## src/rtl/mfmd_pkg.sv

```systemverilog
// ----------------------------------------------------------------------------
// mfmd_pkg
// Types, constants and register codes shared by the motor feedback decoder.
// ----------------------------------------------------------------------------
package mfmd_pkg;

	localparam int ID_W         = 11;
	localparam int BYTE_W       = 8;
	localparam int ANGLE_W      = 16;
	localparam int WORD_W       = 16;
	localparam int GC_W         = 14;
	localparam int ROUNDS_W     = 18;
	localparam int TOTAL_W      = 32;
	localparam int SLOT_W       = 3;
	localparam int CFG_IDX_W    = 3;
	localparam int CFG_DATA_W   = 16;
	localparam int ID_SLOTS     = 7;
	localparam int CHASSIS_SLOTS = 4;
	localparam int DEF_MOTOR_SLOTS = 7;
	localparam int TURN_SHIFT   = 13;
	localparam int RECIP_SHIFT  = 18;
	localparam int STATE_W      = ANGLE_W + ROUNDS_W;

	localparam logic signed [ANGLE_W:0] HALF_TURN     = 17'sd4096;
	localparam logic signed [ANGLE_W:0] NEG_HALF_TURN = -17'sd4096;
	localparam logic signed [ROUNDS_W-1:0] ROUND_MAX  = 18'sd131071;
	localparam logic signed [ROUNDS_W-1:0] ROUND_MIN  = -18'sd131072;
	localparam logic [WORD_W:0] DIV5_RECIP            = 17'd52429;

	localparam logic [CFG_IDX_W-1:0] REG_ANGLE_OFFSET = 3'd7;

	typedef logic [ID_W-1:0] id_arr_t [ID_SLOTS];

	localparam id_arr_t ID_RESET = '{11'd513, 11'd514, 11'd515, 11'd516,
		11'd517, 11'd518, 11'd519};

	typedef struct packed {
		logic [ID_SLOTS-1:0][ID_W-1:0] ids;
		logic [ANGLE_W-1:0]            offset;
	} cfg_t;

	typedef struct packed {
		logic              hit;
		logic [SLOT_W-1:0] slot;
	} match_t;

	typedef struct packed {
		logic [ANGLE_W-1:0]         prev_angle;
		logic signed [ROUNDS_W-1:0] rounds;
	} slot_state_t;

endpackage

```

## src/rtl/mfmd_if.sv

```systemverilog
// ----------------------------------------------------------------------------
// mfmd interfaces
// Frame input channel, result output channel and register write channel.
// ----------------------------------------------------------------------------
interface mfmd_in_if;
	logic                            valid;
	logic                            ready;
	logic                            bus;
	logic [mfmd_pkg::ID_W-1:0]       std_id;
	logic [mfmd_pkg::BYTE_W-1:0]     byte0;
	logic [mfmd_pkg::BYTE_W-1:0]     byte1;
	logic [mfmd_pkg::BYTE_W-1:0]     byte2;
	logic [mfmd_pkg::BYTE_W-1:0]     byte3;
	logic [mfmd_pkg::BYTE_W-1:0]     byte4;
	logic [mfmd_pkg::BYTE_W-1:0]     byte5;
	logic [mfmd_pkg::BYTE_W-1:0]     byte6;
	modport source (output valid, bus, std_id, byte0, byte1, byte2, byte3, byte4,
		byte5, byte6, input ready);
	modport sink (input valid, bus, std_id, byte0, byte1, byte2, byte3, byte4,
		byte5, byte6, output ready);
endinterface

interface mfmd_out_if;
	logic                                  valid;
	logic                                  ready;
	logic                                  matched;
	logic [mfmd_pkg::SLOT_W-1:0]           slot;
	logic [mfmd_pkg::ANGLE_W-1:0]          angle;
	logic signed [mfmd_pkg::WORD_W-1:0]    current_or_speed;
	logic signed [mfmd_pkg::GC_W-1:0]      set_current;
	logic [mfmd_pkg::BYTE_W-1:0]           hall;
	logic signed [mfmd_pkg::ROUNDS_W-1:0]  rounds;
	logic signed [mfmd_pkg::TOTAL_W-1:0]   multiturn_angle;
	modport source (output valid, matched, slot, angle, current_or_speed,
		set_current, hall, rounds, multiturn_angle, input ready);
	modport sink (input valid, matched, slot, angle, current_or_speed,
		set_current, hall, rounds, multiturn_angle, output ready);
endinterface

interface mfmd_cfg_if;
	logic                              valid;
	logic                              ready;
	logic [mfmd_pkg::CFG_IDX_W-1:0]    index;
	logic [mfmd_pkg::CFG_DATA_W-1:0]   data;
	modport source (output valid, index, data, input ready);
	modport sink (input valid, index, data, output ready);
endinterface

```

## src/rtl/mfmd_ram.sv

```systemverilog
// ----------------------------------------------------------------------------
// mfmd_ram
// Generic single-write, single-read RAM with registered read data.
// ----------------------------------------------------------------------------
module mfmd_ram #(
	parameter int WIDTH = 8,
	parameter int DEPTH = 8,
	localparam int AW = (DEPTH > 1) ? $clog2(DEPTH) : 1
) (
	input  logic             clk,
	input  logic             we,
	input  logic [AW-1:0]    waddr,
	input  logic [WIDTH-1:0] wdata,
	input  logic             re,
	input  logic [AW-1:0]    raddr,
	output logic [WIDTH-1:0] rdata
);

	logic [WIDTH-1:0] mem [DEPTH];

	always_ff @(posedge clk) begin
		if (we) begin
			mem[waddr] <= wdata;
		end
		if (re) begin
			rdata <= mem[raddr];
		end
	end

endmodule

```

## src/rtl/mfmd_cfg.sv

```systemverilog
// ----------------------------------------------------------------------------
// mfmd_cfg
// Register file for motor IDs and angle offset, and slot lookup of a frame.
// ----------------------------------------------------------------------------
module mfmd_cfg #(
	parameter int MOTOR_SLOTS = mfmd_pkg::DEF_MOTOR_SLOTS
) (
	input  logic                      clk,
	input  logic                      arst_n,
	mfmd_cfg_if.sink                  cfg,
	input  logic                      bus,
	input  logic [mfmd_pkg::ID_W-1:0] std_id,
	output mfmd_pkg::match_t          match,
	output logic [mfmd_pkg::ANGLE_W-1:0] offset
);

	mfmd_pkg::cfg_t regs_q;

	assign cfg.ready = 1'b1;
	assign offset    = regs_q.offset;

	always_ff @(posedge clk or negedge arst_n) begin
		if (!arst_n) begin
			for (int i = 0; i < mfmd_pkg::ID_SLOTS; i++) begin
				regs_q.ids[i] <= mfmd_pkg::ID_RESET[i];
			end
			regs_q.offset <= '0;
		end else if (cfg.valid && cfg.ready) begin
			unique case (cfg.index)
				mfmd_pkg::REG_ANGLE_OFFSET: regs_q.offset <= cfg.data;
				default: regs_q.ids[cfg.index] <= cfg.data[mfmd_pkg::ID_W-1:0];
			endcase
		end
	end

	// lowest slot of the bus wins
	always_comb begin
		match = '0;
		for (int s = mfmd_pkg::ID_SLOTS - 1; s >= 0; s--) begin
			if (((s >= mfmd_pkg::CHASSIS_SLOTS) == bus) && (regs_q.ids[s] == std_id)
					&& (s < MOTOR_SLOTS)) begin
				match.hit  = 1'b1;
				match.slot = mfmd_pkg::SLOT_W'(s);
			end
		end
	end

endmodule

```

## src/rtl/mfmd_calc.sv

```systemverilog
// ----------------------------------------------------------------------------
// mfmd_calc
// Angle unwrap, round saturation, total angle and given current scaling.
// ----------------------------------------------------------------------------
module mfmd_calc (
	input  logic [mfmd_pkg::ANGLE_W-1:0]          angle,
	input  mfmd_pkg::slot_state_t                 old_state,
	input  logic [mfmd_pkg::ANGLE_W-1:0]          offset,
	input  logic signed [mfmd_pkg::WORD_W-1:0]    gc_word,
	output logic signed [mfmd_pkg::ROUNDS_W-1:0]  rounds,
	output logic signed [mfmd_pkg::TOTAL_W-1:0]   multiturn_angle,
	output logic signed [mfmd_pkg::GC_W-1:0]      set_current
);

	logic signed [mfmd_pkg::ANGLE_W:0]   diff;
	logic signed [mfmd_pkg::ROUNDS_W-1:0] r_old;
	logic [mfmd_pkg::WORD_W:0]           mag;
	logic [2*mfmd_pkg::WORD_W+1:0]       prod;
	logic [mfmd_pkg::GC_W-1:0]           quo;

	assign r_old = old_state.rounds;
	assign diff  = $signed({1'b0, angle}) - $signed({1'b0, old_state.prev_angle});

	always_comb begin
		rounds = r_old;
		if (diff > mfmd_pkg::HALF_TURN) begin
			if (r_old != mfmd_pkg::ROUND_MIN) begin
				rounds = r_old - 18'sd1;
			end
		end else if (diff < mfmd_pkg::NEG_HALF_TURN) begin
			if (r_old != mfmd_pkg::ROUND_MAX) begin
				rounds = r_old + 18'sd1;
			end
		end
	end

	assign multiturn_angle = $signed({rounds[mfmd_pkg::ROUNDS_W-1], rounds,
		{mfmd_pkg::TURN_SHIFT{1'b0}}})
		+ $signed({16'b0, angle}) - $signed({16'b0, offset});

	// magnitude over five by reciprocal, sign flipped for the negative divisor
	assign mag  = gc_word[mfmd_pkg::WORD_W-1]
		? (17'd0 - {gc_word[mfmd_pkg::WORD_W-1], gc_word})
		: {1'b0, gc_word};
	assign prod = mag * mfmd_pkg::DIV5_RECIP;
	assign quo  = prod[mfmd_pkg::RECIP_SHIFT +: mfmd_pkg::GC_W];
	assign set_current = gc_word[mfmd_pkg::WORD_W-1] ? $signed(quo)
		: $signed(14'd0 - quo);

endmodule

```

## src/rtl/motor_feedback_multiturn_decoder.sv

```systemverilog
// ----------------------------------------------------------------------------
// motor_feedback_multiturn_decoder
// Pipeline: a frame beat is registered into stage one at accept, then into
// stage two as it advances; its result beat is driven from stage two.
// Throughput: one frame per cycle; the per-slot state RAM is read at accept
// and written when the frame leaves stage one, with a forwarding register on
// the same slot. Input stalls only while a result beat is not taken.
// Reset: registers return to their default IDs and zero offset; valid flags
// per slot clear so every slot reads as zero angle and zero rounds.
// ----------------------------------------------------------------------------
module motor_feedback_multiturn_decoder #(
	parameter int MOTOR_SLOTS = mfmd_pkg::DEF_MOTOR_SLOTS
) (
	input  logic        clk,
	input  logic        arst_n,
	mfmd_cfg_if.sink    cfg,
	mfmd_in_if.sink     src,
	mfmd_out_if.source  dst
);

	localparam int AW = (MOTOR_SLOTS > 1) ? $clog2(MOTOR_SLOTS) : 1;

	mfmd_pkg::match_t               match;
	logic [mfmd_pkg::ANGLE_W-1:0]   offset;
	logic                           accept;
	logic                           adv_s1;
	logic                           wr_en;
	logic [AW-1:0]                  rd_addr;
	mfmd_pkg::slot_state_t          rd_data;
	mfmd_pkg::slot_state_t          old_state;
	mfmd_pkg::slot_state_t          new_state;

	logic                           valid_s1;
	logic                           hit_s1;
	logic [mfmd_pkg::SLOT_W-1:0]    slot_s1;
	logic                           fwd_s1;
	logic                           vld_s1;
	logic [mfmd_pkg::ANGLE_W-1:0]   angle_s1;
	logic [mfmd_pkg::WORD_W-1:0]    cur_s1;
	logic [mfmd_pkg::WORD_W-1:0]    gcw_s1;
	logic [mfmd_pkg::BYTE_W-1:0]    hall_s1;

	mfmd_pkg::slot_state_t          last_q;
	logic [MOTOR_SLOTS-1:0]         written_q;

	logic signed [mfmd_pkg::ROUNDS_W-1:0] rounds_c;
	logic signed [mfmd_pkg::TOTAL_W-1:0]  total_c;
	logic signed [mfmd_pkg::GC_W-1:0]     gc_c;

	logic                                 valid_s2;
	logic                                 hit_s2;
	logic [mfmd_pkg::SLOT_W-1:0]          slot_s2;
	logic [mfmd_pkg::ANGLE_W-1:0]         angle_s2;
	logic [mfmd_pkg::WORD_W-1:0]          cur_s2;
	logic signed [mfmd_pkg::GC_W-1:0]     gc_s2;
	logic [mfmd_pkg::BYTE_W-1:0]          hall_s2;
	logic signed [mfmd_pkg::ROUNDS_W-1:0] rounds_s2;
	logic signed [mfmd_pkg::TOTAL_W-1:0]  total_s2;

	mfmd_cfg #(.MOTOR_SLOTS(MOTOR_SLOTS)) u_cfg (
		.clk    (clk),
		.arst_n (arst_n),
		.cfg    (cfg),
		.bus    (src.bus),
		.std_id (src.std_id),
		.match  (match),
		.offset (offset)
	);

	assign adv_s1    = valid_s1 && (!valid_s2 || dst.ready);
	assign src.ready = !valid_s1 || adv_s1;
	assign accept    = src.valid && src.ready;
	assign wr_en     = adv_s1 && hit_s1;
	assign rd_addr   = match.slot[AW-1:0];

	mfmd_ram #(.WIDTH(mfmd_pkg::STATE_W), .DEPTH(MOTOR_SLOTS)) u_ram (
		.clk   (clk),
		.we    (wr_en),
		.waddr (slot_s1[AW-1:0]),
		.wdata (new_state),
		.re    (accept && match.hit),
		.raddr (rd_addr),
		.rdata (rd_data)
	);

	always_ff @(posedge clk or negedge arst_n) begin
		if (!arst_n) begin
			valid_s1  <= 1'b0;
			valid_s2  <= 1'b0;
			written_q <= '0;
		end else begin
			if (accept) begin
				valid_s1 <= 1'b1;
			end else if (adv_s1) begin
				valid_s1 <= 1'b0;
			end
			if (adv_s1) begin
				valid_s2 <= 1'b1;
			end else if (dst.ready) begin
				valid_s2 <= 1'b0;
			end
			if (wr_en) begin
				written_q[slot_s1[AW-1:0]] <= 1'b1;
			end
		end
	end

	always_ff @(posedge clk) begin
		if (accept) begin
			hit_s1   <= match.hit;
			slot_s1  <= match.slot;
			fwd_s1   <= wr_en && (slot_s1[AW-1:0] == rd_addr);
			vld_s1   <= written_q[rd_addr];
			angle_s1 <= {src.byte0, src.byte1};
			cur_s1   <= {src.byte2, src.byte3};
			gcw_s1   <= {src.byte4, src.byte5};
			hall_s1  <= src.byte6;
		end
		if (wr_en) begin
			last_q <= new_state;
		end
		if (adv_s1) begin
			hit_s2    <= hit_s1;
			slot_s2   <= slot_s1;
			angle_s2  <= angle_s1;
			cur_s2    <= cur_s1;
			gc_s2     <= gc_c;
			hall_s2   <= hall_s1;
			rounds_s2 <= rounds_c;
			total_s2  <= total_c;
		end
	end

	always_comb begin
		if (fwd_s1) begin
			old_state = last_q;
		end else if (vld_s1) begin
			old_state = rd_data;
		end else begin
			old_state = '0;
		end
	end

	mfmd_calc u_calc (
		.angle           (angle_s1),
		.old_state       (old_state),
		.offset          (offset),
		.gc_word         ($signed(gcw_s1)),
		.rounds          (rounds_c),
		.multiturn_angle (total_c),
		.set_current     (gc_c)
	);

	assign new_state.prev_angle = angle_s1;
	assign new_state.rounds     = rounds_c;

	assign dst.valid            = valid_s2;
	assign dst.matched          = hit_s2;
	assign dst.slot             = hit_s2 ? slot_s2 : '0;
	assign dst.angle            = hit_s2 ? angle_s2 : '0;
	assign dst.current_or_speed = hit_s2 ? $signed(cur_s2) : '0;
	assign dst.set_current      = hit_s2 ? gc_s2 : '0;
	assign dst.hall             = hit_s2 ? hall_s2 : '0;
	assign dst.rounds           = hit_s2 ? rounds_s2 : '0;
	assign dst.multiturn_angle  = hit_s2 ? total_s2 : '0;

endmodule

```

## src/flat_wrapper.sv

```systemverilog
// flat-port wrapper written by rule: the top's interface ports become plain ports
module motor_feedback_multiturn_decoder_flat 
#(
	parameter int MOTOR_SLOTS = mfmd_pkg::DEF_MOTOR_SLOTS
)
  (clk, arst_n, cfg_valid, cfg_index, cfg_data, cfg_ready, src_valid, src_bus, src_std_id, src_byte0, src_byte1, src_byte2, src_byte3, src_byte4, src_byte5, src_byte6, src_ready, dst_valid, dst_matched, dst_slot, dst_angle, dst_current_or_speed, dst_set_current, dst_hall, dst_rounds, dst_multiturn_angle, dst_ready);
  mfmd_cfg_if cfg_i ();
  mfmd_in_if src_i ();
  mfmd_out_if dst_i ();
  input  logic clk;
  input  logic arst_n;
  input wire logic [$bits(cfg_i.valid)-1:0] cfg_valid;
  input wire logic [$bits(cfg_i.index)-1:0] cfg_index;
  input wire logic [$bits(cfg_i.data)-1:0] cfg_data;
  output wire logic [$bits(cfg_i.ready)-1:0] cfg_ready;
  input wire logic [$bits(src_i.valid)-1:0] src_valid;
  input wire logic [$bits(src_i.bus)-1:0] src_bus;
  input wire logic [$bits(src_i.std_id)-1:0] src_std_id;
  input wire logic [$bits(src_i.byte0)-1:0] src_byte0;
  input wire logic [$bits(src_i.byte1)-1:0] src_byte1;
  input wire logic [$bits(src_i.byte2)-1:0] src_byte2;
  input wire logic [$bits(src_i.byte3)-1:0] src_byte3;
  input wire logic [$bits(src_i.byte4)-1:0] src_byte4;
  input wire logic [$bits(src_i.byte5)-1:0] src_byte5;
  input wire logic [$bits(src_i.byte6)-1:0] src_byte6;
  output wire logic [$bits(src_i.ready)-1:0] src_ready;
  output wire logic [$bits(dst_i.valid)-1:0] dst_valid;
  output wire logic [$bits(dst_i.matched)-1:0] dst_matched;
  output wire logic [$bits(dst_i.slot)-1:0] dst_slot;
  output wire logic [$bits(dst_i.angle)-1:0] dst_angle;
  output wire logic [$bits(dst_i.current_or_speed)-1:0] dst_current_or_speed;
  output wire logic [$bits(dst_i.set_current)-1:0] dst_set_current;
  output wire logic [$bits(dst_i.hall)-1:0] dst_hall;
  output wire logic [$bits(dst_i.rounds)-1:0] dst_rounds;
  output wire logic [$bits(dst_i.multiturn_angle)-1:0] dst_multiturn_angle;
  input wire logic [$bits(dst_i.ready)-1:0] dst_ready;
  assign cfg_i.valid = cfg_valid;
  assign cfg_i.index = cfg_index;
  assign cfg_i.data = cfg_data;
  assign cfg_ready = cfg_i.ready;
  assign src_i.valid = src_valid;
  assign src_i.bus = src_bus;
  assign src_i.std_id = src_std_id;
  assign src_i.byte0 = src_byte0;
  assign src_i.byte1 = src_byte1;
  assign src_i.byte2 = src_byte2;
  assign src_i.byte3 = src_byte3;
  assign src_i.byte4 = src_byte4;
  assign src_i.byte5 = src_byte5;
  assign src_i.byte6 = src_byte6;
  assign src_ready = src_i.ready;
  assign dst_valid = dst_i.valid;
  assign dst_matched = dst_i.matched;
  assign dst_slot = dst_i.slot;
  assign dst_angle = dst_i.angle;
  assign dst_current_or_speed = dst_i.current_or_speed;
  assign dst_set_current = dst_i.set_current;
  assign dst_hall = dst_i.hall;
  assign dst_rounds = dst_i.rounds;
  assign dst_multiturn_angle = dst_i.multiturn_angle;
  assign dst_i.ready = dst_ready;
  motor_feedback_multiturn_decoder #(.MOTOR_SLOTS(MOTOR_SLOTS)) u_core (.clk(clk), .arst_n(arst_n), .cfg(cfg_i), .src(src_i), .dst(dst_i));
endmodule
```

## config.mk

```make
export PLATFORM = sky130hd
export DESIGN_NAME = motor_feedback_multiturn_decoder_flat
export DESIGN_NICKNAME = d
export VERILOG_FILES = /design/src/rtl/mfmd_pkg.sv /design/src/rtl/mfmd_if.sv /design/src/rtl/mfmd_ram.sv /design/src/rtl/mfmd_cfg.sv /design/src/rtl/mfmd_calc.sv /design/src/rtl/motor_feedback_multiturn_decoder.sv /design/src/flat_wrapper.sv
export SDC_FILE = /design/constraint.sdc
export NUM_CORES = 1
export LEC_CHECK = 0
export BUFFER_PORTS_ARGS = -buffer_cell sky130_fd_sc_hd__buf_2
export CORE_UTILIZATION = 40
export DETAILED_ROUTE_END_ITERATION = 10
export HOLD_SLACK_MARGIN = 0.03
export PLACE_DENSITY = 0.54
export REMOVE_ABC_BUFFERS = 1
export SYNTH_ARGS = -nofsm -noshare
export SYNTH_HDL_FRONTEND = slang
export SYNTH_HIERARCHICAL = 1
export SYNTH_SLANG_ARGS = --single-unit
```

## constraint.sdc

```tcl
create_clock -name clk -period 14 [get_ports clk]
set_input_delay 2.1 -clock clk [delete_from_list [all_inputs] [get_ports clk]]
set_output_delay 2.1 -clock clk [all_outputs]
set_load 0.02 [all_outputs]
```

Yosys cells after proc, flatten, opt, wreduce, memory -nomap -nowiden

Memory sizes are Yosys's and may differ from the RTL's. A register that Yosys moved wholly into a read port is not among the register bits.
Cells that the tools add are included.

Memories: 1
RAM bits: 238
Output and inout port bits: 111
Bits in registers: 306
Input port bits: 92

Bitwise gates (word level): 3
Eq/ne operators: 11
Reductions and logical operators: 22
Magnitude comparators: 7
$mul: 1
Multiplexer cells: 35
Add/sub/neg operators: 7

Memory list:

| memory           | words | width | rd ports | clocked after memory_dff | wr ports | line           | RTL |
|---|---|---|---|---|---|---|---|
| u_core.u_ram.mem | 7     | 34    | 1        | 1                        | 1        | mfmd_ram.sv:19 | `logic [WIDTH-1:0] mem [DEPTH];` |

Operators with widths:

| cell                                                             | count |
|---|---|
| two-way mux 18 bit                                               | 5 |
| bitwise mux 77 bit                                               | 1 |
| equality test 11 bit                                             | 7 |
| two-way mux 34 bit                                               | 2 |
| inequality test 18 bit (second input constant)                   | 2 |
| demux 11 bit (select 3 bit)                                      | 1 |
| adder 31 x 17 -> 32 bit                                          | 1 |
| multiplier 17 x 16 -> 32 bit (second input constant)             | 1 |
| two-way mux 16 bit                                               | 2 |
| two-way mux 32 bit                                               | 1 |
| subtractor 32 x 17 -> 32 bit                                     | 1 |
| two-way mux 14 bit                                               | 2 |
| two-way mux 4 bit                                                | 7 |
| adder 18 x 2 -> 18 bit (second input constant)                   | 1 |
| subtractor 18 x 2 -> 18 bit (second input constant)              | 1 |
| greater-than comparator 17 x 14 -> 1 bit (second input constant) | 1 |
| less-than comparator 17 x 13 -> 1 bit (second input constant)    | 1 |
| two-way mux 17 bit                                               | 1 |
| subtractor 1 x 16 -> 17 bit (first input constant)               | 1 |
| subtractor 16 x 16 -> 17 bit                                     | 1 |
| logical AND 1 bit                                                | 14 |
| subtractor 1 x 14 -> 14 bit (first input constant)               | 1 |
| less-than comparator 3 x 4 -> 1 bit (second input constant)      | 3 |
| two-way mux 11 bit                                               | 1 |
| other kinds (14)                                                 | 27 |

Longest topological paths before layout

Gate-level depths: netlist (run 1).

Depth in word-level cells: 11
Gate-level depth with buffers: 33
Depth with buffers taken out: 33

Hierarchy

The synthesis (run 1) kept the hierarchy.

Modules (own cells, without submodules):

| module                           | instances | cells an instance | area each (sq um) | sequential area each (sq um) |
|---|---|---|---|---|
| mfmd_ram                         | 1         | 521               | 10,737.8          | 8,167.8 |
| mfmd_calc                        | 1         | 1,105             | 8,872.3           | 0.0 |
| motor_feedback_multiturn_decoder | 1         | 408               | 7,641.1           | 6,351.1 |
| mfmd_cfg                         | 1         | 351               | 4,668.2           | 2,351.0 |

Worst setup path after synthesis (run 1)

OpenSTA, ideal clock, no wires.

Path type: flip-flop to flip-flop
Start: register u_core/gcw_s1[0] in the netlist's numbering
End: register u_core/gc_s2[12] in the netlist's numbering (data pin)
Path buffers: 0
Setup time: 0.269 ns
Cell stages (with the launch flop): 34
Path slack: 6.536 ns
Arrival time: 7.195 ns
Cell sequence: edfxtp_1 inv_1 ha_1 nand2_1 or3_1 nor2_1 nor2_1 or2_2 o21ai_0 xnor2_1 ha_1 ha_1 inv_1 fa_1 inv_1 fa_1 fa_1 inv_1 fa_1 inv_1 ha_1 a21o_1 a31oi_1 nand2b_1 o211ai_1 nor2b_1 nor2b_1 nor2_1 xor2_1 ha_1 o31a_1 nand3_1 o31ai_1 xor2_1

Longest elaborated chain between the ends: 5

RTL lines:

| item                             | line                                    | RTL |
|---|---|---|
| from (decl)                      | motor_feedback_multiturn_decoder.sv:40  | `logic [mfmd_pkg::WORD_W-1:0] gcw_s1;` |
| from (signal assigned)           | motor_feedback_multiturn_decoder.sv:116 | `gcw_s1 <= {src.byte4, src.byte5};` |
| subtractor 1 x 16 -> 17 bit      | mfmd_calc.sv:43                         | `? (17'd0 - {gc_word[mfmd_pkg::WORD_W-1], gc_word})` |
| two-way mux 17 bit (*)           | mfmd_calc.sv:43                         |  |
| multiplier 17 x 16 -> 32 bit (*) | mfmd_calc.sv:45                         | `assign prod = mag * mfmd_pkg::DIV5_RECIP;` |
| subtractor 1 x 14 -> 14 bit      | mfmd_calc.sv:48                         | `: $signed(14'd0 - quo);` |
| two-way mux 14 bit (*)           | mfmd_calc.sv:47                         | `assign set_current = gc_word[mfmd_pkg::WORD_W-1] ? $signed(quo)` |
| named net u_core.gc_c, one bit   | motor_feedback_multiturn_decoder.sv:48  | `logic signed [mfmd_pkg::GC_W-1:0] gc_c;` |
| to (signal assigned)             | motor_feedback_multiturn_decoder.sv:127 | `gc_s2 <= gc_c;` |
| to (decl)                        | motor_feedback_multiturn_decoder.sv:55  | `logic signed [mfmd_pkg::GC_W-1:0] gc_s2;` |

Mark *: on every way through the listed nets, which the timed path passes. The rest lies on a longest branch.
A chain may end at the register's enable or synchronous reset.

Worst setup path in the final report (run 1)

Same ends and word-level chain as after synthesis.

==> qor.yml, run 1 <==
global_route:
  grt_usage_pct: 18.89
  overflow: 0
  grt_first_pass_wirelength_mm: 117.1
  grt_antenna_before_repair: 3
  grt_max_degree: 71
  grt_pass1_vias: 19890
sta:
  slew_viol_final: 0
  grt_setup_unrepaired: "no"
  hold_violations: 0
  fmax_mhz: 120.0
  layout_setup_ws_ns: 5.668
  setup_viol: 0
  fin_skew_ns: 0.01665
  layout_min_cycle_time_ns: 8.332
  tightestPinTransition_ns: 1.162
  fin_setup_tns_ns: 0
  fin_crit_sh_pct: 59.51
  worst_slew_margin_rel_pct: 22.54
clock_network:
  h-tree-depth: 3
  clk_path_buf_depth: 3
  cts_tree: "yes"
  insertion_delay_ns: 0.59
  root_buffer: "clkbuf_16"
  clk_pin_slew_ns: 0.06
  cts-resized-gates: 0
  ctsHoldBuffers: 0
  cts_made_buffers: 68
  clock-sinks: 578
  cts_setup_buffers: 0
setup_path:
  r2r_slack_ns: 5.67
  critPathTopFamily: "adder cells"
  path_class: "register to register"
  crit_arrival_ns: 8.67
  timing.rr.start: "u_core/gcw_s1[0]"
  cp-start-kind: "register"
  r2r_cells: 33
  cp-end-kind: "register"
  crit_fanout: 7
  path_buf_inv: 5
  slowest_delay_ns: 0.56
  r2r_end: "u_core/gc_s2[12]"
  crit_slowest_cell: "fa_1"
  required_ns: 14.33
placed_design:
  place_area_mm2: 0.03393
  gp_congestion: 0.8490
  place_ws_ns: 5.568
  io_buffers: 201
  hpwl_mm: 52.77
cells_and_area:
  design_area_mm2: 0.03618
  nFillCells: 7135
  final_common_cell: "edfxtp_1"
  final-seq-area_mm2: 0.01687
  final_cell_mix: "edfxtp_1 (476), inv_1 (254), buf_2 (200), ha_1 (195), and2_1 (115)"
  nets: 2966
  drive_gt1_share_pct: 20.32
  multi_input_area_mm2: 0.01356
  fin_util_pct: 45.80
  syn_to_final_growth_pct: 13.34
  diodes: 0
drt:
  drt-pass1-iter-count: 5
  via_per_inst: 5.133
  postRouteAntennaNets: 0
  wl_mm: 76.22
  wire_per_inst_um: 20.64
  dr.first_iter.drc_count: 1051
  vias: 18960
  drcViolationCount: 0
synthesis:
  postSynthCellCount: 2385
  seq_area_frac_synth_pct: 52.85
  synth_edf_count: 476
  syn_area_mm2: 0.03192
  avgSynthCellArea_um2: 13.38
  ys_warn_count: 6
  synthDistinctLibCells: 84
  synth_top_flop_cell: "edfxtp_1"
  postSynth.asyncResetShare_pct: 17.65
  synth_seq_cells: 578
run:
  cap_violations: 0
hold_path:
  hold_class: "register to register"
  holdCritStartpoint: "u_core/cur_s1[14]"
  min_to: "u_core/cur_s2[14]"
  whs_path_depth: 0
floorplan:
  dieArea_mm2: 0.08093
  fp.dieW_um: 284.5
  num_rows: 103
  die_h_um: 284.5
  core_mm2: 0.07900
  initial_utilization_pct: 40.40
  io-pin-count: 203
pwr:
  peakVddDrop_mv: 0.3543
  power_w: 0.008453
  p_per_area_mw_per_mm2: 233.6
  p_leak_nw: 14.30
run_status:
  status: "finished clean"
-- layout make-up --
type | count | share of cell area, %
Multi-Input combinational cell | 1457 | 37.49
Timing Repair Buffer | 230 | 3.389
Clock buffer | 90 | 5.305
Sequential cell | 578 | 46.63
Clock inverter | 34 | 0.9165
Inverter | 254 | 2.635
Tap cell | 1050 | 3.631
-- through the flow --
stage	hold WS [ns]	std cells
floorplan	0.4003	2289
finish	0.4069	3693
CTS	0.4058	3693
detailed placement	0.4045	3569
global placement	0.4003	3569
global route	0.4229	3693
-- state kept, by name (all words and copies together), names as in the netlist, 7 cells and up --
name	count
u_core/angle_s1	16
u_core/total_s2	32
u_core/u_ram/mem	238
u_core/u_ram/rdata	34
u_core/gc_s2	14
u_core/u_cfg/offset	16
u_core/gcw_s1	16
u_core/u_cfg/regs_q	77
u_core/hall_s1	8
u_core/angle_s2	16
u_core/written_q	7
u_core/rounds_s2	18
u_core/cur_s1	16
u_core/last_q	34
u_core/cur_s2	16
u_core/hall_s2	8
-- worst max path at each step --
stage / end / from / cells past startpoint / slack (ns)
finish: u_core/gc_s2[12] / u_core/gcw_s1[0] / 33 / 5.67
floorplan: u_core/u_ram/rdata[0] / src_std_id[2] / 8 / 5.88
CTS: u_core/gc_s2[12] / u_core/gcw_s1[0] / 33 / 5.58
detailed placement: u_core/gc_s2[12] / u_core/gcw_s1[0] / 33 / 5.57
global route: u_core/gc_s2[12] / u_core/gcw_s1[0] / 33 / 5.01
global placement: u_core/gc_s2[13] / u_core/gcw_s1[0] / 30 / 5.76
-- where the power goes --
| part | switching [W] | internal, W | leakage (nW) |
|---|---|---|---|
| Clock | 0.000700 | 0.00106 | 1.10 |
| Combinational | 0.00267 | 0.00178 | 7.62 |
| Sequential | 0.0000790 | 0.00217 | 5.58 |
-- cells in the mapped netlist (10+ instances only) --
cell type,instances,share of area [%]
a21o_1,29,0.68
fa_1,90,5.6
and2_1,117,2.3
nor4_1,17,0.33
inv_1,254,3.0
o21ai_0,36,0.56
o211ai_1,15,0.35
nor3_1,34,0.53
o21a_1,13,0.31
nand4_1,17,0.33
xnor2_1,105,2.9
buf_4,22,0.52
buf_2,24,0.38
nor2_1,49,0.58
buf_6,20,0.71
a22o_1,34,0.93
dfstp_2,19,1.6
clkbuf_1,32,0.38
mux2_2,58,2.0
o221ai_2,30,1.4
o211ai_2,30,1.2
ha_1,195,7.6
edfxtp_1,476,45
mux2_4,30,1.4
nand3_1,17,0.27
and3_1,14,0.27
a21oi_1,55,0.86
a31oi_1,13,0.25
dfrtp_1,83,6.5
nor2b_1,12,0.24
xor2_1,77,2.1
a211oi_1,10,0.24
mux2_1,42,1.5
nand2b_1,52,1.0
nand2_1,58,0.68
mux2i_1,72,2.3
or3_1,15,0.29
-- layer usage --
layer  up-vias  share of wire (%)  global-route usage (%)  routed length (µm)
met1      9535                 46                   25.63               34980
met2       326                 49                   31.77               37090
met4         2                2.0                   4.866                1552
met5         -              0.014                       0                  11
met3        89                3.4                   2.560                2579
li1       9004                  -                       -                   -
-- logic make-up after synthesis --
group,share of synthesized area [%]
buffers and inverters,4.998
AOI/OAI and AO/OA,8.773
and+or+nand+nor,7.793
adders and majority gates,13.29
xor gates and xnor gates,4.994
muxes,7.267
DFF,52.85
other,0.03528
Note: power is estimated with default switching activity, not from simulation.
==> run 2, diff against run 1 <==
- ABC_AREA: unset -> 1
- clock period: 14 -> 8.55 ns (I/O delays scaled with it)
==> run 2 against run 1 <==
  * Routed wire length increased by 25%
  * Area after synthesis is 8.9% higher
  * Worst hold slack got worse by 0.0054 ns
  * Register-to-register slack worse by 4.6 ns
  * Clock-buffer cell count is 3 higher
  * Final area rose by 8.1%
  * Via count increased by 35%
  * Non-clock buffer count grew 17
  * Setup slack got worse by 4.6 ns
  * Largest power group unchanged
==> qor.yml, run 2 <==
drt:
  postRouteAntennaNets: 0  # unchanged
  dr.first_iter.drc_count: 1616  # +54%
  wire_per_inst_um: 17.98  # -13%
  drcViolationCount: 0  # unchanged
  drt-pass1-iter-count: 5  # unchanged
  wl_mm: 94.96  # +25%
  via_per_inst: 4.852  # -5.5%
  vias: 25620  # +35%
sta:
  hold_violations: 0  # unchanged
  tightestPinTransition_ns: 0.9689  # -0.1931 ns
  worst_slew_margin_rel_pct: 35.41  # +13 points
  fin_setup_tns_ns: 0  # unchanged
  slew_viol_final: 0  # unchanged
  fmax_mhz: 134.3  # +12%
  layout_min_cycle_time_ns: 7.448  # -0.8841 ns
  layout_setup_ws_ns: 1.102  # -4.566 ns
  fin_skew_ns: 0.02322  # +0.006571 ns
  fin_crit_sh_pct: 87.11  # +28 points
  grt_setup_unrepaired: "no"
  setup_viol: 0  # unchanged
synthesis:
  ys_top_cells_by_count: "nand2_1 (1,121), inv_1 (695), edfxtp_1 (476)"
  postSynthCellCount: 3887  # +63%
  synth_seq_cells: 578  # unchanged
  yosys.area.top_type: "edfxtp_1"
  synth_edf_count: 476  # unchanged
  syn_area_mm2: 0.03477  # +8.9%
  yosysMostFrequentCell: "nand2_1"
  seq_area_frac_synth_pct: 48.52  # -4.3 points
  ys_top_cells_by_area: "edfxtp_1 (41%), nand2_1 (12%), inv_1 (7.5%), ha_1 (7.0%), dfrtp_1 (6.0%)"
  synth_top_flop_cell: "edfxtp_1"
  postSynth.asyncResetShare_pct: 17.65  # unchanged
  synthDistinctLibCells: 62  # -26%
  yosysTopAreaCellShare_pct: 41.11  # -3.7 points
  ys_warn_count: 6  # unchanged
  avgSynthCellArea_um2: 8.944  # -33%
placed_design:
  hpwl_mm: 66.35  # +26%
  place_ws_ns: 1.072  # -4.495 ns
  io_buffers: 201  # unchanged
  gp_congestion: 0.9153  # +7.8%
global_route:
  grt_antenna_before_repair: 6  # +3
  grt_first_pass_wirelength_mm: 149.2  # +27%
  grt_pass1_vias: 25510  # +28%
  grt_max_degree: 71  # unchanged
  overflow: 0  # unchanged
  grt_usage_pct: 21.87  # +3.0 points
floorplan:
  io-pin-count: 203  # unchanged
  num_rows: 107  # +3.9%
  initial_utilization_pct: 40.58  # +0.17 points
  core_mm2: 0.08568  # +8.5%
  die_h_um: 296.8  # +4.3%
  fp.dieW_um: 296.8  # +4.3%
  dieArea_mm2: 0.08810  # +8.9%
setup_path:
  startpoint: "u_core/gcw_s1[0]"
  crit_slowest_cell: "fa_1"
  crit_fanout: 8  # +1
  r2r_slack_ns: 1.10  # -4.57 ns
  path_class: "register to register"
  cpMostUsedCell: "nand2_1"
  required_ns: 8.95  # -5.38 ns
  timing.rr.start: "u_core/gcw_s1[0]"
  r2r_cells: 36  # +9.1%
  crit_arrival_ns: 7.84  # -0.83 ns
  r2r_end: "u_core/gc_s2[12]"
  cp-end-kind: "register"
  slowest_delay_ns: 0.54  # -0.02 ns
  cp-start-kind: "register"
clock_network:
  cts_made_buffers: 69  # +1.5%
  insertion_delay_ns: 0.63  # +0.04 ns
  clock-sinks: 578  # unchanged
  cts_setup_buffers: 0  # unchanged
  ctsHoldBuffers: 0  # unchanged
  cts-resized-gates: 0  # unchanged
  clk_pin_slew_ns: 0.06  # about the same
  h-tree-depth: 3  # unchanged
  cts_tree: "yes"
  root_buffer: "clkbuf_16"
  clk_path_buf_depth: 3  # unchanged
run:
  cap_violations: 0  # unchanged
cells_and_area:
  regMostFlops: "u_core/u_ram/mem"
  final_common_cell: "nand2_1"
  drive_gt1_share_pct: 11.27  # -9.1 points
  nets: 4460  # +50%
  reg_top3: "u_core/u_ram/mem x238, u_core/u_cfg/regs_q x77"
  largest_reg_flops: 238  # unchanged
  syn_to_final_growth_pct: 12.50
  final_cell_mix: "nand2_1 (1,121), inv_1 (694), edfxtp_1 (476), nand3_1 (277), buf_2 (200)"
hold_path:
  whs_path_depth: 0  # unchanged
  hold_class: "register to register"
  min_to: "u_core/hall_s2[5]"
  holdCritStartpoint: "u_core/hall_s1[5]"
run_status:
  status: "finished clean"
pwr:
  peakVddDrop_mv: 0.5018  # +42%
  comb_power_share_pct: 60.7  # +8.1 points
  net-switching-power_w: 0.008252  # +140%
  clock_power_share_pct: 16.9  # -3.9 points
  seqPwrFrac_pct: 22.4  # -4.2 points
  internal_power_w: 0.008799  # +76%
  p_sw_share_pct: 48.40  # +7.6 points
  p_per_area_mw_per_mm2: 435.9  # +87%
  p_leak_nw: 18.95  # +33%
==> run 2: changes by cell type in the layout (fill, tap and decap cells not counted), sizes merged, moves of 67 or more <==
cell,change
and2,-116
mux2,-125
o21ai,+101
nand2,+1075
nor2,+148
nand3,+263
mux2i,-72
xnor2,-67
inv,+462
==> run 2: cell type report <==
type,count,area (µm²)
antenna,1,2.502
clock buffer,93,1888
clock inverter,31,326.6
fill,8464,46570
inverter,717,2701
multi-input combinational,2470,14540
sequential,578,16870
tap,1144,1431
timing repair buffer,247,1354
==> run 2: per-stage QoR <==
stage / std cells / util, % / power [W] / hold WS, ns / area, µm²
after global routing: 5280 / 45.64 / 0.01887 / 0.4110 / 39110
after detailed placement: 5156 / 43.06 / 0.01424 / 0.4045 / 36890
after CTS: 5280 / 45.64 / 0.01726 / 0.3999 / 39110
after global placement: 5156 / 43.06 / 0.01428 / 0.4006 / 36890
after floorplan: 3765 / - / 0.01132 / 0.4003 / 34030
final: 5281 / 45.65 / 0.01705 / 0.4015 / 39110
==> run 2: how the worst max path moves through the flow <==
stage                             end  slack [ns]  cells after the start
3_3_place_gp         u_core/gc_s2[12]        1.21                     34
2_1_floorplan  u_core/u_ram/mem[6][0]        1.79                      8
4_1_cts              u_core/gc_s2[12]        1.07                     36
5_1_grt               u_core/gc_s2[9]        0.44                     32
6_report             u_core/gc_s2[12]        1.10                     36
3_5_place_dp         u_core/gc_s2[12]        1.07                     36
==> run 2: per-layer routing <==
| layer | vias to the layer above | routed length (µm) | GRT usage (%) |
|---|---|---|---|
| met5 | - | 8 | 0 |
| met4 | 2 | 1575 | 5.033 |
| met3 | 103 | 4158 | 3.138 |
| met2 | 493 | 44940 | 36.74 |
| met1 | 12250 | 44280 | 29.77 |
| li1 | 12780 | - | - |
==> run 2: power by group through the flow <==
stage                     clock network (W)  logic, W  registers [W]
final                               0.00288    0.0103        0.00382
after global routing                0.00308    0.0119        0.00385
after CTS                           0.00298    0.0105        0.00382
after detailed placement                  0    0.0104        0.00387
after global placement                    0    0.0104        0.00387
after floorplan                           0   0.00747        0.00385
==> run 2: cell families after synthesis <==
logic type,Yosys count,share of synthesized area (%)
flip-flops,578,48.52
buffers and inverters,844,9.936
AND/OR/NAND/NOR,1770,21.59
multiplexers,5,0.1619
XOR/XNOR,115,2.897
other,3,0.03239
AO/OA/AOI/OAI,287,4.664
adder cells (fa/ha/maj),285,12.20
==> run 2: worst max-delay path: cells and delay by family (launching register included) <==
family                     cells  cell delay [ns]
and+or+nand+nor               19             2.63
adders and majority gates      8             3.21
AOI/OAI and AO/OA              1             0.11
xor gates and xnor gates       1             0.28
DFF                            1             0.52
buffers and inverters          7             0.46
==> run 3, diff against run 2 <==
- SYNTH_HIERARCHICAL: 1 -> unset
==> run 3 against run 2 <==
  * Clock power rose by 2%
  * Final area fell by 0.53%
  * Worst hold slack improved by 0.0088 ns
  * Via count fell by 0.25%
  * Non-clock buffer count fell by 9
  * Combinational power fell by 3%
  * Clock-buffer cell count fell by 1
  * Sequential share of layout area rose by 0.23 points
  * Critical path type unchanged
  * Largest cell class unchanged
  * Largest power group unchanged
==> qor.yml, run 3 <==
run_status:
  status: "finished clean"
pwr:
  p_leak_nw: 18.99  # +0.21%
  peakVddDrop_mv: 0.5931  # +18%
  p_per_area_mw_per_mm2: 430.2  # -1.3%
drt:
  drt-met1-wl_mm: 43.52  # -1.7%
  wire_per_inst_um: 18.15  # +0.93%
  top_layer: "met5"
  dr.first_iter.drc_count: 1626  # +0.62%
  postRouteAntennaNets: 0  # unchanged
  met3_wirelength_mm: 4.055  # -2.5%
  met2_wirelength_mm: 44.74  # -0.46%
  wl_mm: 94.83  # -0.14%
  via_per_inst: 4.891  # +0.82%
  vias: 25560  # -0.25%
  drcViolationCount: 0  # unchanged
  drt-pass1-iter-count: 5  # unchanged
sta:
  slew_viol_final: 0  # unchanged
  fmax_mhz: 129.0  # -3.9%
  setup_viol: 0  # unchanged
  fin_skew_ns: 0.02970  # +0.006474 ns
  worst_slew_margin_rel_pct: 31.48  # -3.9 points
  tightestPinTransition_ns: 1.028  # +0.05896 ns
  fin_crit_sh_pct: 90.66  # +3.6 points
  grt_setup_unrepaired: "no"
  hold_violations: 0  # unchanged
  layout_min_cycle_time_ns: 7.751  # +0.3038 ns
  fin_setup_tns_ns: 0  # unchanged
setup_path:
  endpoint: "u_core.gc_s2[12]"
  startpoint: "u_core.gcw_s1[0]"
  cp-start-kind: "register"
  r2r_slack_ns: 0.80  # -0.30 ns
  r2r_cells: 36  # unchanged
  slowest_delay_ns: 0.54  # about the same
  cpMostUsedCell: "inv_1"
  crit_slowest_cell: "edfxtp_1"
  path_class: "register to register"
  timing.rr.start: "u_core.gcw_s1[0]"
  crit_fanout: 8  # unchanged
  cp-end-kind: "register"
  required_ns: 8.92  # -0.03 ns
  r2r_end: "u_core.gc_s2[12]"
  crit_arrival_ns: 8.12  # +0.28 ns
floorplan:
  initial_utilization_pct: 40.36  # -0.22 points
  core_mm2: 0.08515  # -0.62%
  dieArea_mm2: 0.08709  # -1.1%
  num_rows: 107  # unchanged
  fp.dieW_um: 295.1  # -0.58%
  die_h_um: 295.1  # -0.58%
  io-pin-count: 203  # unchanged
synthesis:
  postSynth.asyncResetShare_pct: 17.65  # unchanged
  ys_warn_count: 0  # -6
  yosys.area.top_type: "edfxtp_1"
  synth_seq_cells: 578  # unchanged
  postSynthCellCount: 3823  # -1.6%
  synth_edf_count: 476  # unchanged
  yosysMostFrequentCell: "nand2_1"
  avgSynthCellArea_um2: 8.989  # +0.50%
  synthDistinctLibCells: 54  # -13%
  yosysTopAreaCellShare_pct: 41.59  # +0.48 points
  seq_area_frac_synth_pct: 49.09  # +0.57 points
  ys_top_cells_by_count: "nand2_1 (1,011), inv_1 (722), edfxtp_1 (476)"
  ys_top_cells_by_area: "edfxtp_1 (42%), nand2_1 (11%), inv_1 (7.9%), ha_1 (7.1%), dfrtp_1 (6.0%)"
  syn_area_mm2: 0.03437  # -1.2%
  synth_top_flop_cell: "edfxtp_1"
cells_and_area:
  diodes: 0  # -1
  regMostFlops: "u_core.u_ram.mem"
  final_common_cell: "nand2_1"
  finalNonFillerCells: 5225  # -1.1%
  largest_reg_flops: 238  # unchanged
  syn_to_final_growth_pct: 13.21
  final-seq-area_mm2: 0.01687  # unchanged
  multi_input_area_mm2: 0.01425  # -2.0%
  drive_gt1_share_pct: 10.51  # -0.75 points
  fin_util_pct: 45.69  # about the same
  nets: 4404  # -1.3%
  nFillCells: 8368  # -1.1%
  reg_top3: "u_core.u_ram.mem x238, u_core.u_cfg.regs_q x77"
  final_cell_mix: "nand2_1 (1,011), inv_1 (718), edfxtp_1 (476), nand3_1 (312), buf_2 (200)"
placed_design:
  hpwl_mm: 67.76  # +2.1%
  gp_congestion: 0.9437  # +3.1%
  place_inst: 5102  # -1.0%
  io_buffers: 201  # unchanged
clock_network:
  root_buffer: "clkbuf_16"
  clk_path_buf_depth: 3  # unchanged
  clk_pin_slew_ns: 0.06  # about the same
  cts_made_buffers: 67  # -2.9%
  ctsHoldBuffers: 0  # unchanged
  cts_setup_buffers: 0  # unchanged
  cts-resized-gates: 0  # unchanged
  cts_tree: "yes"
  insertion_delay_ns: 0.63  # about the same
  clock-sinks: 578  # unchanged
  h-tree-depth: 3  # unchanged
run:
  cap_violations: 0  # unchanged
global_route:
  grt_first_pass_wirelength_mm: 146.5  # -1.8%
  grt_antenna_before_repair: 5  # -1
  grt_max_degree: 86  # +21%
  grt_pass1_vias: 25270  # -0.94%
  grt_usage_pct: 22.02  # +0.15 points
  overflow: 0  # unchanged
hold_path:
  hold_class: "register to register"
[run 3: cell types whose count changed in the layout (fill, tap and decap cells not counted), sizes merged, moves of 30 or more]
cell   change
nand3     +37
inv       +30
o21ai     +50
nor2      -36
or2       -33
nand2    -111
[run 3: layout make-up]
type                            instances  area share, %
Sequential cell                       578          43.36
Multi-Input combinational cell       2395          36.63
Inverter                              747          7.223
Clock buffer                           92          4.712
Tap cell                             1144          3.679
Timing Repair Buffer                  238          3.306
Clock inverter                         31          1.090
[run 3: worst min path at each step]
stage,depth (start not counted),startpoint,end,slack [ns]
after floorplan,0,u_core.cur_s1[0],u_core.cur_s2[0],0.40
after global placement,0,u_core.cur_s1[12],u_core.cur_s2[12],0.40
after detailed placement,0,u_core.cur_s1[15],u_core.cur_s2[15],0.40
after CTS,0,u_core.hall_s1[1],u_core.hall_s2[1],0.41
after global routing,0,u_core.hall_s1[6],u_core.hall_s2[6],0.42
final,0,u_core.hall_s1[1],u_core.hall_s2[1],0.41
[run 3: routing by layer]
metal | vias to the layer above | track usage (%)
met5 | - | 0
met4 | 8 | 6.660
met3 | 141 | 3.157
met2 | 503 | 36.73
met1 | 12160 | 29.63
li1 | 12750 | -
[run 3: where the power goes]
group	switching (W)	internal (W)
clock network	0.00121	0.00174
registers	0.000123	0.00372
logic	0.00657	0.00337
[run 3: critical path, delay by kind of cell, from the launching register on]
family	cells	cell delay, ns
XOR/XNOR	2	0.72
adder cells (fa/ha/maj)	8	3.25
AO/OA/AOI/OAI	2	0.37
AND/OR/NAND/NOR	16	2.01
buffers and inverters	8	0.59
flip-flops	1	0.54
[run 3: logic make-up (layout without fill, tap and decap cells)]
group	count (synthesis)	in the layout	synth area share, %
fa+ha+maj	285	285	12.34
flops	578	578	49.09
xor+xnor	117	117	2.982
other cells	2	8	0.02185
compound gates	354	354	5.687
buf+inv	856	1108	9.761
simple gates	1631	1631	20.12
[run 3: metrics by stage]
stage | setup WS (ns) | hold WS [ns] | area (µm²) | total power (W)
6_report | 0.7985 | 0.4104 | 38900 | 0.01673
5_1_grt | 0.2812 | 0.4201 | 38900 | 0.01833
4_1_cts | 0.8457 | 0.4146 | 38900 | 0.01686
3_5_place_dp | 0.8567 | 0.4045 | 36650 | 0.01385
3_3_place_gp | 0.8207 | 0.4006 | 36650 | 0.01382
2_1_floorplan | 0.4237 | 0.4003 | 33840 | 0.01118
